File: config.mk
export PLATFORM = sky130hd
export DESIGN_NAME = multichannel_adc_block_averager_core
export DESIGN_NICKNAME = d
export VERILOG_FILES = /design/src/rtl/mcba_pkg.sv /design/src/rtl/mcba_bank.sv /design/src/rtl/multichannel_adc_block_averager_core.sv
export SDC_FILE = /design/constraint.sdc
export NUM_CORES = 1
export LEC_CHECK = 0
export BUFFER_PORTS_ARGS = -buffer_cell sky130_fd_sc_hd__buf_2
export CORE_UTILIZATION = 49
export DETAILED_ROUTE_END_ITERATION = 8
export PLACE_DENSITY = 0.77
export SLEW_MARGIN = 40
export SYNTH_ARGS = -nofsm -noshare
export SYNTH_HDL_FRONTEND = slang
export SYNTH_HIERARCHICAL = 1
export SYNTH_SLANG_ARGS = --single-unit
File: constraint.sdc
create_clock -name clk -period 7.05 [get_ports clk]
set_clock_uncertainty 0.05 [all_clocks]
set_input_delay 1.41 -clock clk [delete_from_list [all_inputs] [get_ports clk]]
set_output_delay 1.41 -clock clk [all_outputs]
set_load 0.02 [all_outputs]
File: src/rtl/mcba_pkg.sv
// shared constants, types and sizing for the round-robin block averager
// no dependencies; imported by mcba_bank, multichannel_adc_block_averager_core and its testbench
package mcba_pkg;

  localparam int SENSORS      = 4;
  localparam int SAMPLE_COUNT = 8;
  localparam int SAMPLE_BITS  = 16;

  // port field widths, fixed by the stream format
  localparam int QRY_W       = 8;
  localparam int SENS_PORT_W = 4;
  localparam int VAL_W       = 16;
  localparam int IN_DATA_W   = 24;
  localparam int OUT_DATA_W  = 24;

  localparam int SIDX_W  = (SENSORS > 1) ? $clog2(SENSORS) : 1;
  localparam int RND_W   = (SAMPLE_COUNT > 1) ? $clog2(SAMPLE_COUNT) : 1;
  localparam int CNT_LOG = $clog2(SAMPLE_COUNT);

  // a block sum never exceeds SAMPLE_COUNT full-scale samples
  localparam int SUM_W = SAMPLE_BITS + CNT_LOG;

  // floor(sum / SAMPLE_COUNT) as (sum * RECIP) >> RECIP_SH, exact for every SUM_W-bit sum
  localparam int RECIP_SH = SUM_W + CNT_LOG;
  localparam int RECIP_W  = SUM_W + 1;
  localparam int PROD_W   = SUM_W + RECIP_W;
  localparam longint unsigned RECIP_FULL =
    ((64'd1 << RECIP_SH) + SAMPLE_COUNT - 1) / SAMPLE_COUNT;
  localparam logic [RECIP_W-1:0] RECIP = RECIP_W'(RECIP_FULL);

  localparam logic CMD_SAMPLE = 1'b0;
  localparam logic CMD_QUERY  = 1'b1;

  typedef struct packed {
    logic              add_en;
    logic [SIDX_W-1:0] chan;
    logic              latch;
  } mcba_acc_ctl_t;

endpackage

File: src/rtl/mcba_bank.sv
// per-channel running sums, latched block sums and the average read path
// depends on mcba_pkg
module mcba_bank
  import mcba_pkg::*;
(
  input  logic                   clk,
  input  logic                   rst_n,
  input  mcba_acc_ctl_t          ctl,
  input  logic [SAMPLE_BITS-1:0] sample,
  input  logic [SIDX_W-1:0]      rd_chan,
  output logic [SAMPLE_BITS-1:0] rd_avg
);

  logic [SUM_W-1:0]  sum_r   [SENSORS];
  logic [SUM_W-1:0]  sum_nxt [SENSORS];
  logic [SUM_W-1:0]  blk_r   [SENSORS];
  logic [SUM_W-1:0]  blk_nxt [SENSORS];
  logic [SUM_W-1:0]  added   [SENSORS];
  logic [PROD_W-1:0] prod;

  always_comb begin
    for (int ch = 0; ch < SENSORS; ch++) begin
      if (ctl.add_en && (ctl.chan == SIDX_W'(ch))) begin
        added[ch] = sum_r[ch] + SUM_W'(sample);
      end else begin
        added[ch] = sum_r[ch];
      end
      // end of block: the completed sums move over and the running sums clear
      if (ctl.latch) begin
        blk_nxt[ch] = added[ch];
        sum_nxt[ch] = '0;
      end else begin
        blk_nxt[ch] = blk_r[ch];
        sum_nxt[ch] = added[ch];
      end
    end
  end

  always_ff @(posedge clk) begin
    if (!rst_n) begin
      for (int ch = 0; ch < SENSORS; ch++) begin
        sum_r[ch] <= '0;
        blk_r[ch] <= '0;
      end
    end else begin
      for (int ch = 0; ch < SENSORS; ch++) begin
        sum_r[ch] <= sum_nxt[ch];
        blk_r[ch] <= blk_nxt[ch];
      end
    end
  end

  // constant divide by reciprocal multiply
  assign prod   = PROD_W'(blk_r[rd_chan]) * PROD_W'(RECIP);
  assign rd_avg = prod[RECIP_SH +: SAMPLE_BITS];

endmodule

File: src/rtl/multichannel_adc_block_averager_core.sv
// round-robin multichannel block averager, top level
// depends on mcba_pkg and mcba_bank
//
//  port group | dir | tdata (low bit up)                         | tuser / tlast
//  in_*       | in  | sample_value[15:0], query_sensor[23:16]    | tuser: cmd
//  out_*      | out | stored_sensor[3:0], next_sensor[7:4],      | tlast: round_done
//             |     | read_value[23:8]                           |
//
//  one item per cycle sustained while out_tready stays high; an item enters the input register at
//  its transfer edge, and its result then moves on into the result register, which drives the
//  out transfer
//  the sum update and the reciprocal multiply of the average read sit between those registers
//  synchronous active-low reset clears sums, averages, channel and round counters
//  a stalled result holds in the output register while one more item waits in the input register

module multichannel_adc_block_averager_core
  import mcba_pkg::*;
(
  input  logic                  clk,
  input  logic                  rst_n,
  input  logic                  in_tvalid,
  output logic                  in_tready,
  input  logic [IN_DATA_W-1:0]  in_tdata,   // sample_value, query_sensor
  input  logic                  in_tuser,   // cmd
  output logic                  out_tvalid,
  input  logic                  out_tready,
  output logic [OUT_DATA_W-1:0] out_tdata,  // stored_sensor, next_sensor, read_value
  output logic                  out_tlast   // round_done
);

  logic                   in_valid_r;
  logic                   in_cmd_r;
  logic [SAMPLE_BITS-1:0] in_sample_r;
  logic [QRY_W-1:0]       in_query_r;

  logic [SIDX_W-1:0]      sidx_r, sidx_nxt;
  logic [RND_W-1:0]       rnd_r, rnd_nxt;

  logic                   out_valid_r;
  logic [SENS_PORT_W-1:0] out_stored_r, out_stored_nxt;
  logic [SENS_PORT_W-1:0] out_next_r, out_next_nxt;
  logic                   out_last_r, out_last_nxt;
  logic [VAL_W-1:0]       out_value_r, out_value_nxt;

  logic                   advance;
  logic                   fire;
  logic                   is_sample;
  logic                   chan_last;
  logic                   rnd_last;
  logic                   q_in_range;
  logic [SAMPLE_BITS-1:0] rd_avg;
  mcba_acc_ctl_t          acc_ctl;

  assign advance   = !out_valid_r || out_tready;
  assign in_tready = !in_valid_r || advance;
  assign fire      = in_valid_r && advance;
  assign is_sample = (in_cmd_r == CMD_SAMPLE);
  assign chan_last = (sidx_r == SIDX_W'(SENSORS - 1));
  assign rnd_last  = (rnd_r == RND_W'(SAMPLE_COUNT - 1));
  assign q_in_range = (in_query_r < QRY_W'(SENSORS));

  assign acc_ctl.add_en = fire && is_sample;
  assign acc_ctl.chan   = sidx_r;
  assign acc_ctl.latch  = fire && is_sample && chan_last && rnd_last;

  always_comb begin
    sidx_nxt = sidx_r;
    rnd_nxt  = rnd_r;
    if (fire && is_sample) begin
      if (chan_last) begin
        sidx_nxt = '0;
        rnd_nxt  = rnd_last ? '0 : rnd_r + RND_W'(1);
      end else begin
        sidx_nxt = sidx_r + SIDX_W'(1);
      end
    end
  end

  always_comb begin
    out_next_nxt = SENS_PORT_W'(sidx_nxt);
    if (is_sample) begin
      out_stored_nxt = SENS_PORT_W'(sidx_r);
      out_last_nxt   = chan_last && rnd_last;
      out_value_nxt  = '0;
    end else begin
      out_stored_nxt = '0;
      out_last_nxt   = 1'b0;
      out_value_nxt  = q_in_range ? VAL_W'(rd_avg) : '0;
    end
  end

  mcba_bank u_bank (
    .clk     (clk),
    .rst_n   (rst_n),
    .ctl     (acc_ctl),
    .sample  (in_sample_r),
    .rd_chan (in_query_r[SIDX_W-1:0]),
    .rd_avg  (rd_avg)
  );

  // control state
  always_ff @(posedge clk) begin
    if (!rst_n) begin
      in_valid_r  <= 1'b0;
      out_valid_r <= 1'b0;
      sidx_r      <= '0;
      rnd_r       <= '0;
    end else begin
      if (in_tready) begin
        in_valid_r <= in_tvalid;
      end
      if (advance) begin
        out_valid_r <= in_valid_r;
      end
      sidx_r <= sidx_nxt;
      rnd_r  <= rnd_nxt;
    end
  end

  // payload
  always_ff @(posedge clk) begin
    if (in_tvalid && in_tready) begin
      in_cmd_r    <= in_tuser;
      in_sample_r <= in_tdata[SAMPLE_BITS-1:0];
      in_query_r  <= in_tdata[16 +: QRY_W];
    end
    if (fire) begin
      out_stored_r <= out_stored_nxt;
      out_next_r   <= out_next_nxt;
      out_last_r   <= out_last_nxt;
      out_value_r  <= out_value_nxt;
    end
  end

  assign out_tvalid = out_valid_r;
  assign out_tdata  = {out_value_r, out_next_r, out_stored_r};
  assign out_tlast  = out_last_r;

  // a completed block always ends on the last channel and wraps back to channel zero
  a_done_last_chan: assert property (@(posedge clk) disable iff (!rst_n)
    out_valid_r && out_last_r |->
      (out_stored_r == SENS_PORT_W'(SENSORS - 1)) && (out_next_r == '0))
    else $error("round_done without channel wrap");

  // channel counter stays inside the sensor range
  a_sidx_range: assert property (@(posedge clk) disable iff (!rst_n)
    sidx_r <= SIDX_W'(SENSORS - 1))
    else $error("channel index out of range");

  // a waiting item is neither dropped nor consumed while the result side stalls
  a_in_hold: assert property (@(posedge clk) disable iff (!rst_n)
    in_valid_r && !advance |=> in_valid_r && $stable(in_query_r) && $stable(in_cmd_r))
    else $error("input register lost an item during stall");

  // counters move only on a sample transfer into the result register
  a_counter_quiet: assert property (@(posedge clk) disable iff (!rst_n)
    !(fire && is_sample) |=> $stable(sidx_r) && $stable(rnd_r))
    else $error("counters moved without a sample");

endmodule

Yosys cells after proc, flatten, opt, wreduce, memory -nomap -nowiden
Memories as Yosys holds them, arrays and structs flattened. A register that Yosys moved wholly into a read port is not among the register bits.
Index checks and enable logic that the tools add are counted.
Widths: inputs -> output; s select.
{ "word_totals": {"register_bits": 39, "ram_bits": 152, "inputBits": 29, "wordCells": 77, "n_memories": 2} }
{ "mem_list": {"columns": ["memory", "depth", "word_bits", "read_ports", "rd_clocked_by_memory_dff", "wr", "line", "source"], "rows": [
  ["u_bank.blk_r", 4, 19, 1, 1, 4, "mcba_bank.sv:16", "logic [SUM_W-1:0] blk_r [SENSORS];"],
  ["u_bank.sum_r", 4, 19, 4, 0, 4, "mcba_bank.sv:14", "logic [SUM_W-1:0] sum_r [SENSORS];"]
]} }
{ "op_classes": {"addsub": 6, "magnitude_cmp": 1, "n_eq_ne": 5, "n_mux": 25, "bitwise_logic": 9, "n_reduce_logical": 18} }
{ "op_table": {"columns": ["operator", "count"], "rows": [
  ["$mux 19", 20],
  ["$add 19x16->19", 4],
  ["$logic_and 1x1->1", 9],
  ["$lt 8x3->1 const B", 1],
  ["$or 1x1->1", 8],
  ["$reduce_and 2->1", 3],
  ["$eq 2x2->1 const B", 2],
  ["$mux 2", 2],
  ["$add 3x1->3 const B", 1],
  ["$eq 3x3->1 const B", 1],
  ["$logic_not 1->1", 3],
  ["$mux 3", 1],
  ["$add 2x1->2 const B", 1],
  ["$eq 2x1->1 const B", 1],
  ["$logic_not 2->1", 1],
  ["$logic_or 1x1->1", 2],
  ["$mux 1", 2],
  ["$ne 1x1->1 const B", 1],
  ["$not 1->1", 1]
]} }

Logic depth before layout (Yosys ltp)
{ "depth": {"ltp_word": 9, "ltp_mapped": 11, "ltp_nobuf": 10} }

Hierarchy
The synthesis kept the hierarchy.
{ "modules_own_cells": {"columns": ["mod", "instances", "cells_each", "area_per_inst_um2", "seq_area_each_um2"], "rows": [
  ["mcba_bank", 1, 1012, 9147.5, 3443.3],
  ["multichannel_adc_block_averager_core", 1, 117, 1954.4, 1521.5]
]} }

Least setup slack after synthesis
No wires, ideal clock.
{ "synth_path": {"kind": "in2reg", "start": "input port out_tready", "end": "memory u_bank/blk_r[0][10] in the netlist's numbering, enable pin", "setup_time_ns": 0.453, "arrival_time_ns": 5.027, "slack_ns": 1.520, "stages": 7, "path_buffers": 2, "path_cell_list": "nor2b_2 > nor2_1 > and2_1 > nor2b_1 > inv_1 > clkbuf_1 > buf_1"} }
{ "synth_rtl": {"columns": ["item", "line", "source"], "rows": [
  ["start, declared", "multichannel_adc_block_averager_core.sv:26", "input logic out_tready,"],
  ["end, declared", "mcba_bank.sv:16", null]
]} }

==> results.cfg <==
[power_and_ir_drop]
p_leak_uw = 0.004687
ir_drop_v = 0.0001662
p_per_area_nw_per_um2 = 204.2

[setup_path]
crit_family = buffers and inverters
worst-r2r-setup-slack_ns = 3.85
path_cells = buf_2 -> nor2b_2 -> nor2_4 -> and2_1 -> nor2b_2 -> buf_4 -> inv_6 -> buf_4
cp_max_fo = 80
cp.buffers_inverters = 4
crit_type = in -> reg
r2r_start = in_sample_r[1]
start_kind = primary input
timing.rr.end = u_bank/blk_r[0][12]
r2r_cells = 9
worstPathRequired_ns = 7.11
cp-end-kind = flip-flop
arrival_ns = 3.64
slowest_delay_ns = 0.52
critPathSlowestCell = inv_6

[cts]
h-tree-depth = 4
post_cts_buffers = 0
clock_sinks = 193
hold_buffers = 0
cts_root_buf = clkbuf_16
clk-insertion-delay-late_ns = 0.44
cts_tree = done
cts_resized = 0
clock_path_buffers = 2
cts_made_buffers = 17
clkSlewWorstSetupHoldPaths_ns = 0.07

[yosys]
ys_seq_area_share_pct = 44.72
synth_edf_count = 110
post-synth-top-area-cell = edfxtp_1
postSynthAreaPerCell_um2 = 9.833
synth_top_area_share_pct = 29.75
synthTopCellsByArea = edfxtp_1, dfxtp_1, ha_1
synth_cell_types = 77
yosys_warnings = 6
synth_area_um2 = 11100
ys_ff_latch = 193
syn_inst = 1129
async_reset_ff_share_pct = 0
dominantRegCellSynth = edfxtp_1

[global_routing]
grt_pass1_vias = 7956
grt_antenna_before_repair = 0
grt_pass1_wl_um = 42230
grt_usage_pct = 23.43
grt_overflow = 0
grt_start_max_net_pins = 81

[drt]
dr.first_iter.drc_count = 869
wire_per_inst_um = 18.70
drc = 7
drtPass1Iterations = 7
final_antenna_net_count = 0
via_per_inst = 6.086
routed_wl_um = 26930
vias = 8764

[timing]
setup_viol = 0
max_freq_mhz = 278.9
rsz0062_at_grt = no
min_period_ns = 3.585
relSlewSlack_pct = 51.38
worst_pin_slew_ns = 0.7293
fin_setup_tns_ns = 0
slew_viol_final = 0
hold_violations = 0
min_period_over_period_pct = 50.86

[die]
fp-row-count = 54
core_region_area_um2 = 22030
io_pins = 56
die_y_um = 152.5
die-area_um2 = 23260
fp.dieW_um = 152.5
initial_core_util_pct = 50.40

[finish]
fin_util_pct = 55.29
design_area_um2 = 12180
drive_above_1_share_pct = 12.24
n_antenna_cell = 0
final_common_cell = nor2_1
final_net_count = 1247
final_cell_mix = nor2_1, edfxtp_1, a21oi_1
syn_to_final_growth_pct = 9.704

[placement]
io_buffers = 51
dp_hpwl_um = 19410
place_congestion = 0.9047
placed_area_um2 = 11540

[min_path]
hp-class = reg -> reg
whs_path_depth = 2

[status]
status = finished, violations left
violations = DRC

[run]
drv_cap = 0
[synthesized netlist by cell type (all sizes together), types with 7 or more instances]
cell    number
nor2       125
edfxtp     110
a21oi       96
dfxtp       83
nand2       76
ha          67
clkbuf      52
nand3       41
o21ai       41
a21o        40
and2        38
inv         34
nand4       28
xnor2       28
a31oi       23
mux2i       20
nor3        18
mux4        16
o211ai      15
buf         14
or4         14
a211oi      13
nor2b       12
xor2        12
o21a        10
and3         9
nand2b       9
o41ai        8
o31ai        7
[how the worst max path moves through the flow]
stage	startpoint	to	slack, ns	cells after the start
6_report	out_tready	u_bank/blk_r[2][4]	3.46	8
5_1_grt	out_tready	u_bank/blk_r[2][5]	3.29	8
4_1_cts	out_tready	u_bank/blk_r[2][4]	3.30	8
3_5_place_dp	out_tready	u_bank/blk_r[0][3]	2.84	8
3_3_place_gp	out_tready	u_bank/blk_r[2][3]	2.56	8
2_1_floorplan	out_tready	u_bank/blk_r[0][10]	1.52	7
[metrics by stage]
| step | setup slack, ns | power [uW] | hold slack (ns) | instances |
|---|---|---|---|---|
| after floorplan | 1.520 | 1440 | 0.3856 | 1132 |
| after global placement | 2.557 | 1497 | 0.3921 | 1404 |
| after detailed placement | 2.837 | 1506 | 0.3995 | 1407 |
| after CTS | 3.305 | 2498 | 0.4093 | 1439 |
| after global routing | 3.290 | 2567 | 0.4242 | 1440 |
| final | 3.465 | 2487 | 0.4126 | 1440 |
[area by class of cell]
| cell class | instances | area, um^2 |
|---|---|---|
| clock buffer | 17 | 425.4 |
| clock inverter | 15 | 183.9 |
| fill | 1908 | 9847 |
| inverter | 34 | 132.6 |
| multi-input combinational | 838 | 5758 |
| sequential | 193 | 4965 |
| tap | 280 | 350.3 |
| timing repair buffer | 63 | 364.1 |
[state kept, by name (all words and copies together) (netlist names), named ones only]
name and count:
out_next_r 2, sidx_r 2, in_sample_r 16, in_valid_r 1, rnd_r 3, u_bank/blk_r 64
u_bank/sum_r 64, out_tlast 1, in_query_r 8, out_value_r 16, in_cmd_r 1, out_tvalid 1
out_stored_r 2
[worst reg2reg max path, stage by stage, from the launching register on]
cell	delay, ns
edfxtp_1	0.49
inv_1	0.23
fa_1	0.49
nor2b_1	0.22
o2111ai_1	0.13
nand3_1	0.15
a31oi_1	0.21
o31a_1	0.46
or4_1	0.53
nand3_1	0.09
[cell families (layout without fill, tap and decap cells)]
family                     after synthesis  after routing  share of synthesized area, %
muxes                                   38             38                         5.320
adders and majority gates               71             71                         8.272
AOI/OAI and AO/OA                      286            286                         16.65
and+or+nand+nor                        399            399                         18.09
DFF                                    193            193                         44.72
other                                    1              4                       0.03378
buffers and inverters                  101            129                         3.764
xor gates and xnor gates                40             40                         3.156
[metal layers]
layer,track usage (%),part of all wire [%]
met5,0,0
met4,8.418,2.4
met3,4.437,6.9
met2,37.83,47
met1,31.48,44
[report_power, final]
group	leakage (uW)	total, uW	switching [uW]	internal [uW]
logic	0.00265	220	133	87.1
clock network	0.000303	1000	459	541
registers	0.00174	1270	39.4	1230
No activity file was read; power rests on OpenSTA's default activity.
